`config.mk`:
```
export PLATFORM = sky130hd
export DESIGN_NAME = mfu_div
export DESIGN_NICKNAME = d
export VERILOG_FILES = /design/src/hdl/mfu_pkg.sv /design/src/hdl/mfu_div.sv
export SDC_FILE = /design/constraint.sdc
export NUM_CORES = 2
export LEC_CHECK = 0
export BUFFER_PORTS_ARGS = -buffer_cell sky130_fd_sc_hd__buf_2
export CORE_UTILIZATION = 52
export CTS_BUF_LIST = sky130_fd_sc_hd__clkbuf_8
export DETAILED_ROUTE_END_ITERATION = 8
export PLACE_DENSITY_LB_ADDON = 0.08
export SYNTH_ARGS = -nofsm -noshare
export SYNTH_HDL_FRONTEND = slang
export SYNTH_MEMORY_MAX_BITS = 65536
export SYNTH_SLANG_ARGS = --single-unit
```
`constraint.sdc`:
```
create_clock -name clk_i -period 4.5 [get_ports clk_i]
set_clock_uncertainty 0.05 [all_clocks]
set_input_delay 0.45 -clock clk_i [delete_from_list [all_inputs] [get_ports clk_i]]
set_output_delay 0.45 -clock clk_i [all_outputs]
set_load 0.01 [all_outputs]
```
`src/hdl/mfu_pkg.sv`:
```
// shared constants for the manning friction update core
// no dependencies
package mfu_pkg;

  // word width of the discharges, velocities and single-word intermediate magnitudes
  localparam int unsigned QW = 32;

  localparam logic [QW-1:0] QMAX = '1;
  localparam logic [QW-1:0] VMAX = {1'b0, {(QW-1){1'b1}}};

  // latency of the pipelined divider and square root units
  localparam int unsigned DIV_LAT  = QW + 1;
  localparam int unsigned SQRT_LAT = QW + 1;

  // result path codes
  localparam logic [1:0] PATH_DRY  = 2'd0;
  localparam logic [1:0] PATH_SLOW = 2'd1;
  localparam logic [1:0] PATH_FRIC = 2'd2;

  // configuration register indexes
  localparam logic [1:0] REG_DEPTH_THR = 2'd0;
  localparam logic [1:0] REG_SPEED_THR = 2'd1;
  localparam logic [1:0] REG_GRAVITY   = 2'd2;
  localparam logic [1:0] REG_TIME_STEP = 2'd3;

endpackage

```
`src/hdl/mfu_div.sv`:
```
// pipelined restoring divider, one quotient bit per stage, saturating to one word
// depends on mfu_pkg
module mfu_div import mfu_pkg::*; #(
  parameter int unsigned NW = 48,
  parameter int unsigned DW = 32
) (
  input  logic          clk_i,
  input  logic          en_i,
  input  logic [NW-1:0] num_i,
  input  logic [DW-1:0] den_i,
  output logic [QW-1:0] quo_o,
  output logic          ovf_o
);

  localparam int unsigned CW = (NW > DW) ? NW : DW;

  logic [DW-1:0] rem_q [QW+1];
  logic [QW-1:0] low_q [QW+1];
  logic [QW-1:0] quo_q [QW+1];
  logic [DW-1:0] den_q [QW+1];
  logic          ovf_q [QW+1];

  logic [DW:0]   trial_w [QW];
  logic          ge_w    [QW];
  logic [CW-1:0] hi_w;

  // quotient of a word or more cannot be represented
  assign hi_w = CW'(num_i >> QW);

  always_comb begin
    for (int s = 0; s < QW; s++) begin
      trial_w[s] = {rem_q[s], low_q[s][QW-1]};
      ge_w[s]    = trial_w[s] >= {1'b0, den_q[s]};
    end
  end

  always_ff @(posedge clk_i) begin
    if (en_i) begin
      ovf_q[0] <= hi_w >= CW'(den_i);
      rem_q[0] <= DW'(num_i >> QW);
      low_q[0] <= num_i[QW-1:0];
      quo_q[0] <= '0;
      den_q[0] <= den_i;
      for (int s = 0; s < QW; s++) begin
        rem_q[s+1] <= ge_w[s] ? DW'(trial_w[s] - {1'b0, den_q[s]}) : DW'(trial_w[s]);
        low_q[s+1] <= low_q[s] << 1;
        quo_q[s+1] <= {quo_q[s][QW-2:0], ge_w[s]};
        den_q[s+1] <= den_q[s];
        ovf_q[s+1] <= ovf_q[s];
      end
    end
  end

  assign quo_o = ovf_q[QW] ? QMAX : quo_q[QW];
  assign ovf_o = ovf_q[QW];

endmodule

```
==> impl_metrics.tcl <==
set metrics [dict create \
    utilization_pct 58.3 \
    synth-edff-count 3121 \
    seq_area_um2 93700 \
    pre_cts_slack_ps -21.1 \
    io_buffers 114 \
    rows 203 \
    grt_pass1_wl_um 608000 \
    multi_input_area_um2 60000 \
    drive_above_1_share_pct 11.7 \
    post_cts_buffers 0 \
    drc 0 \
    max-vdd-ir-drop_uv 343 \
    fillCellCount 25063 \
    cp_data_required_time_ps 5300 \
    final_common_cell "edfxtp_1" \
    fp.dieH_um 556 \
    setup_viol 0 \
    hp-class "in -> reg" \
    place_hpwl_um 304000 \
    place_area_um2 166000 \
    clockBufferDepth 4 \
    initial_utilization_pct 52.2 \
    slew_viol_final 0 \
    grt_overflow 0 \
    avgSynthCellArea_um2 12.2 \
    netlist_instances 13046 \
    leakage_uw 0.0720 \
    area_delta_synth_final_pct 11.6 \
    vias 103267 \
    insertion_delay_ps 1150 \
    clkSinkCount 3121 \
    vias_per_cell 5.65 \
    period_share_pct 94.4 \
    grt_max_degree 144 \
    critPathCaptureType "flip-flop" \
    clock.fmax_ghz 0.235 \
    fin_ws_ps 251 \
    first_pass_iters 6 \
    critPathKind "reg -> reg" \
    ant_nets 0 \
    die_x_um 556 \
    rsz0062_at_grt "no" \
    ys_seq_area_share_pct 58.7 \
    ys_warn_count 0 \
    worst_pin_slew_ps 1270 \
    synth_fp_nets 14184 \
    core_um2 306000 \
    grt_usage_pct 25.7 \
    ys.flop_type "edfxtp_1" \
    synth_cell_types 96 \
    die_area_um2 309000 \
    hold_viol 0 \
    cts_tree "built" \
    antenna_found_initial 19 \
    place_congestion 0.942 \
    cts_made_buffers 537 \
    pwr_density_cell_nw_per_um2 703 \
    detail_route.wl_per_cell_um 22.1 \
    nNetsFinal 14884 \
    io_pins 115 \
    final_cell_area_um2 178000 \
    max-cap-violations 0 \
    drtIter0Drc 7760 \
    cts-root-buf "clkbuf_8" \
    routed_wirelength_um 404000 \
    holdWs_ps 329 \
    ys_ff_latch 3121 \
    outcome "completed" \
    r2r_slack_ps 250 \
    async_flop_share_pct 0 \
    grt_pass1_vias 102896 \
    crit_fanout 29 \
    timing.final.crit_period_ps 4250 \
    netlist_area_um2 160000 \
    htree_num_levels 6 \
    max_slew_margin_pct 15.4 \
    start_kind "flip-flop" \
    path_clk_slew_ps 70 \
    critical_path_arrival_ps 5050 \
    layout_common_cells "edfxtp_1 (3121), inv_1 (1445), ha_1 (1025)" \
]
-- final cells by class --
cell class                 instances  share of cell area [%]
tap                             4100                    2.88
clock inverter                   415                    1.58
inverter                        1305                    2.75
antenna                            6                 0.00842
multi-input combinational       8309                    33.7
timing repair buffer             472                    2.40
clock buffer                     538                    4.15
sequential                      3121                    52.6
-- repair_timing --
item                                   in CTS  in global routing
setup endpoints to repair                   2                 38
endpoints found under the hold margin     161                  0
pin swaps                                   0                  0
resized for setup                           2                  4
hold buffers                              161                  0
-- power by group --
group	switching (uW)	leakage, uW	internal, uW
logic	30400	0.0357	24000
registers	4800	0.0305	41300
clock network	12200	0.00573	12600
-- state kept, by name (all words and copies together), names as in the netlist --
| name | count |
|---|---|
| low_q | 528 |
| quo_q | 528 |
| ovf_q | 33 |
| den_q | 1024 |
| rem_q | 1008 |
-- kinds of logic (layout without fill, tap and decap cells) --
logic type      count (synthesis)  in the layout  synth area share, %
compound gates               3171           3171                 12.5
xor+xnor                      809            809                 4.44
fa+ha+maj                    1056           1056                 8.42
buf+inv                      1616           2730                 3.86
flops                        3121           3121                 58.7
mux                           580            580                 4.10
other cells                     0              6                    0
simple gates                 2693           2693                 7.98
-- final timing paths --
kind / from / to / cells past startpoint
setup / recovery: den_q[0][326] / rem_q[0][359] / 11
hold / removal: den_i[21] / ovf_q[0][0] / 5
setup reg to reg: den_q[0][326] / rem_q[0][359] / 11
hold reg to reg: low_q[0][335] / low_q[0][368] / 0
-- critical path, stage by stage (launching register included) --
cell and delay [ps]:
edfxtp_1 720, inv_1 100, ha_1 400, a2111o_1 420
o21a_1 220, a31o_2 280, a32oi_1 280, o21ai_0 160
o21ai_1 420, a21oi_4 90, buf_4 250, a21oi_2 530
-- Yosys cell counts (47+ instances only) --
cell type	count	area (um2)
xnor2_1	502	4400
o211ai_1	52	390
ha_1	1025	12800
inv_1	1304	4890
nor2_1	714	2680
a21oi_1	956	4780
o21bai_1	139	1040
nand2_1	808	3030
nor2b_1	135	845
o21ai_0	733	3670
clkbuf_1	250	938
a31oi_1	93	582
nand4_1	157	982
and3_1	69	432
nand2b_1	116	726
a21o_1	504	3780
mux2i_1	47	470
nand3_1	232	1160
or2_2	72	450
o31ai_1	81	608
nor3_1	178	891
mux2_2	510	5740
xor2_1	307	2690
a21boi_0	58	435
edfxtp_1	3121	93700
o21a_1	125	938
a211oi_1	69	518
-- metal layers --
layer  track usage (%)  share of wire (%)
met1              31.5                 41
met2              45.1                 50
met3              3.79                4.8
met4              10.7                4.2
met5                 0             0.0020
-- stage by stage --
stage / total power [uW] / cells / TNS, ps
floorplan: 83900 / 13046 / 0
global route: 133000 / 18263 / 0
detailed placement: 100000 / 17146 / -30.3
finish: 125000 / 18266 / 0
CTS: 126000 / 18260 / 0
global placement: 99700 / 17146 / -2.78
No activity file was read; power rests on OpenSTA's default activity.
