**src/hdl/mfu_pkg.sv**
```systemverilog
// shared constants for the manning friction update core
// no dependencies
package mfu_pkg;

  // word width of the discharges, velocities and single-word intermediate magnitudes
  localparam int unsigned QW = 32;

  localparam logic [QW-1:0] QMAX = '1;
  localparam logic [QW-1:0] VMAX = {1'b0, {(QW-1){1'b1}}};

  // latency of the pipelined divider and square root units
  localparam int unsigned DIV_LAT  = QW + 1;
  localparam int unsigned SQRT_LAT = QW + 1;

  // result path codes
  localparam logic [1:0] PATH_DRY  = 2'd0;
  localparam logic [1:0] PATH_SLOW = 2'd1;
  localparam logic [1:0] PATH_FRIC = 2'd2;

  // configuration register indexes
  localparam logic [1:0] REG_DEPTH_THR = 2'd0;
  localparam logic [1:0] REG_SPEED_THR = 2'd1;
  localparam logic [1:0] REG_GRAVITY   = 2'd2;
  localparam logic [1:0] REG_TIME_STEP = 2'd3;

endpackage

```
**src/hdl/mfu_sqrt.sv**
```systemverilog
// pipelined integer square root of a double word, one root bit per stage
// depends on mfu_pkg
module mfu_sqrt import mfu_pkg::*; (
  input  logic            clk_i,
  input  logic            en_i,
  input  logic [2*QW-1:0] x_i,
  output logic [QW-1:0]   root_o
);

  localparam int unsigned XW  = 2 * QW;
  localparam int unsigned RMW = QW + 2;

  logic [XW-1:0]  xs_q   [QW+1];
  logic [RMW-1:0] rem_q  [QW+1];
  logic [QW-1:0]  root_q [QW+1];

  logic [RMW-1:0] rt_w [QW];
  logic [RMW-1:0] tr_w [QW];
  logic           ge_w [QW];

  always_comb begin
    for (int s = 0; s < QW; s++) begin
      rt_w[s] = {rem_q[s][QW-1:0], xs_q[s][XW-1 -: 2]};
      tr_w[s] = {root_q[s], 2'b01};
      ge_w[s] = rt_w[s] >= tr_w[s];
    end
  end

  always_ff @(posedge clk_i) begin
    if (en_i) begin
      xs_q[0]   <= x_i;
      rem_q[0]  <= '0;
      root_q[0] <= '0;
      for (int s = 0; s < QW; s++) begin
        xs_q[s+1]   <= xs_q[s] << 2;
        rem_q[s+1]  <= ge_w[s] ? (rt_w[s] - tr_w[s]) : rt_w[s];
        root_q[s+1] <= {root_q[s][QW-2:0], ge_w[s]};
      end
    end
  end

  assign root_o = root_q[QW];

endmodule

```
**config.mk**
```make
export PLATFORM = sky130hd
export DESIGN_NAME = mfu_sqrt
export DESIGN_NICKNAME = d
export VERILOG_FILES = /design/src/hdl/mfu_pkg.sv /design/src/hdl/mfu_sqrt.sv
export SDC_FILE = /design/constraint.sdc
export NUM_CORES = 2
export LEC_CHECK = 0
export BUFFER_PORTS_ARGS = -buffer_cell sky130_fd_sc_hd__buf_2
export CAP_MARGIN = 20
export CORE_UTILIZATION = 44
export CTS_CLUSTER_DIAMETER = 40
export DETAILED_ROUTE_END_ITERATION = 7
export PLACE_DENSITY = 0.6
export SLEW_MARGIN = 40
export SYNTH_ARGS = -nofsm -noshare
export SYNTH_HDL_FRONTEND = slang
export SYNTH_MEMORY_MAX_BITS = 65536
export SYNTH_SLANG_ARGS = --single-unit
```
**constraint.sdc**
```tcl
create_clock -name clk_i -period 3.6 [get_ports clk_i]
set_input_delay 0.72 -clock clk_i [delete_from_list [all_inputs] [get_ports clk_i]]
set_output_delay 0.72 -clock clk_i [all_outputs]
set_load 0.02 [all_outputs]
```
==> flow_summary.ini <==
[detailed_routing]
met1_length_um = 103000
wl_per_cell_um = 17.9
totalWireLength_um = 239000
wl_met3_um = 9710
drc = 0
drt_iter0_markers = 4409
drt-vias-per-instance = 5.22
dr.pass1.iters = 6
top_layer_used = met4
vias = 69800
drtAntennaViolNets = 0
wl_met2_um = 119000

[global_routing]
grtUsageTotal_pct = 17.7
grt_pass1_vias = 69500
grt_max_degree = 122
antenna_found_initial = 2
grt_overflow = 0
grt_pass1_wl_um = 376000

[floorplanning]
rows = 188
die_x_um = 515
start_util_pct = 44.2
die_height_um = 515
pin_count = 98
dieArea_um2 = 266000
core_area_um2 = 262000

[power_and_ir_drop]
power.density_nw_per_um2 = 695
ir_drop_uv = 435
p_leak_nw = 53.6
total_power_mw = 95.9

[cells_and_area]
synthToLayoutAreaGrowth_pct = 18.9
drive_gt1_share_pct = 13.5
multi_input_area_um2 = 37200
fill_cells = 21900
seq_area_um2 = 75900
nets = 10200

[synthesis]
synthArstFlopShare_pct = 0
synthCells = 8816
syn-mean-instance-area_um2 = 13.2
yosysTopAreaCell = edfxtp_1
syn_nets = 9443
synth_edf_count = 2529
synth_cell_type_count = 85
synth_area_leaders = edfxtp_1, ha_1, xor2_1
synthesis.area_um2 = 116000
synth_top_area_share_pct = 65.5
ys_warn_count = 0
synth_seq_cells = 2529
synth_flop_cell = edfxtp_1
yosysSeqAreaShare_pct = 65.5

[critical_path]
slowest_delay_ns = 0.44
end_kind = register
critPathMostFrequentCell = or3_1
worstPathCellList = or3_4 > or4_1 > or3_1 > or3_1 > or2_2 > nor3_4 > nand2_1 > o21ai_4 > buf_2 > nor4_1 > xor2_1
cp.required_ns = 4.24
cp.arrival_ns = 4.14
crit_fanout = 7
reg2reg_depth = 11
slowest_stage = or4_1
cp-start-kind = register
critical_path_class = register to register

[clock_tree]
cts-buffers-inserted = 381
cts_htree_levels = 5
clkLatencyLatePin_ns = 0.93
clockRootBuffer = clkbuf_16
cts.sinks = 2529
tritoncts = done
cts_max_path_buffers = 4
path_clk_slew_ns = 0.05

[timing]
finalCritPeriodShare_pct = 97.1
finalHoldViolCount = 0
tightest_slew_ns = 0.777
setup_viol = 0
slew-limit-headroom_pct = 47.7
fin_crit_ns = 3.50
setup_tns_ns = 0
maxSlewViolCount = 0
timing.fmax_mhz = 286
skew_ns = 0.0892

[min_path]
hold_path_depth = 1
worstHoldPathType = input pin to register

[placement]
dp_hpwl_um = 172000
portBuffers = 97
gp_congestion = 0.898

[run]
maxCapViolCount = 0

[run_status]
status = finished, final reports clean
[critical path: cells and delay by family, from the launching register on]
family	cells	cell delay, ns
buffers and inverters	1	0.23
and+or+nand+nor	8	2.22
DFF	1	0.42
AOI/OAI and AO/OA	1	0.23
xor gates and xnor gates	1	0.15
[timing repair]
item                                    4_1_cts  5_1_grt
setup buffers                                 0        5
endpoints found under the setup margin       39      291
resized for setup                             6       80
cloned                                        0        2
pin swaps                                     0       12
hold buffers                                 64        0
hold endpoints to repair                     64        0
[final cells by class]
cell class	instances	share of cell area, %
clock inverters	292	2.70
clock buffers	418	7.04
flip-flops and latches	2529	55.1
inverters	703	1.91
diodes	2	0.00363
multi-input cells	5408	27.0
well taps	3515	3.19
repair buffers	505	3.14
[where the power goes]
group / switching (mW) / internal, mW
Clock: 14.1 / 24.0
Combinational: 10.1 / 7.95
Sequential: 2.42 / 37.3
[cell usage in the layout, fill, tap and decap left out, types with 48 or more instances in the layout]
| master | Yosys | layout |
|---|---|---|
| buf_4 | 0 | 293 |
| buf_12 | 0 | 48 |
| nand2_1 | 574 | 572 |
| nor3_1 | 204 | 192 |
| o21ai_0 | 445 | 436 |
| nor2b_1 | 87 | 86 |
| a21oi_1 | 564 | 558 |
| nor2_1 | 531 | 529 |
| buf_2 | 4 | 97 |
| nand3_1 | 128 | 128 |
| a21o_1 | 247 | 247 |
| edfxtp_1 | 2529 | 2529 |
| bufinv_16 | 0 | 57 |
| dlygate4sd3_1 | 0 | 64 |
| mux2_2 | 99 | 99 |
| inv_1 | 696 | 696 |
| inv_6 | 0 | 62 |
| a31oi_1 | 52 | 52 |
| clkbuf_16 | 0 | 384 |
| xnor2_1 | 380 | 380 |
| nor4_1 | 104 | 96 |
| or3_1 | 95 | 92 |
| o21a_1 | 110 | 110 |
| nand4_1 | 111 | 111 |
| nand2b_1 | 120 | 120 |
| ha_1 | 561 | 561 |
| xor2_1 | 414 | 414 |
[layer usage]
metal | vias up | track usage, %
met5 | - | 0
met4 | 0 | 6.56
met3 | 483 | 2.37
met2 | 1450 | 30.9
met1 | 33800 | 22.4
li1 | 34100 | -
[synthesized netlist by cell type (111+ instances only)]
cell type and instances:
edfxtp_1 2529, inv_1 696, nand2_1 574, a21oi_1 564, ha_1 561, nor2_1 531, o21ai_0 445, xor2_1 414
xnor2_1 380, a21o_1 247, nor3_1 204, clkbuf_1 163, nand3_1 128, nand2b_1 120, nand4_1 111
[stage by stage]
stage	util, %	cell area (um2)	std cells	hold slack (ns)	worst slack, ns
CTS	52.4	138000	13400	0.251	-0.00341
floorplan	-	116000	8816	0.400	0.0208
global route	52.6	138000	13400	0.298	-0.0533
global placement	47.0	123000	12600	0.401	-0.0972
finish	52.6	138000	13400	0.331	0.103
detailed placement	47.1	123000	12600	0.405	-0.105
[state kept, by name, indices dropped and copies added (netlist names)]
| register | cells |
|---|---|
| rem_q | 945 |
| root_q | 528 |
| xs_q | 1056 |
[final timing paths]
kind | start | end | slack [ns]
max | rem_q[0][456] | rem_q[0][494] | 0.10
min | en_i | rem_q[0][376] | 0.33
max reg2reg | rem_q[0][456] | rem_q[0][494] | 0.10
min reg2reg | xs_q[0][1467] | xs_q[0][1533] | 0.37
[cells by family (layout without fill, tap and decap cells)]
logic type	after synthesis	count (layout)	synth area share, %
AOI/OAI and AO/OA	1739	1739	9.21
xor gates and xnor gates	794	794	5.99
adders and majority gates	561	561	6.05
buffers and inverters	879	1918	2.85
DFF	2529	2529	65.5
muxes	106	106	1.02
other	1	3	0.00323
and+or+nand+nor	2207	2207	9.41
Power figures use the tool's default switching activity.
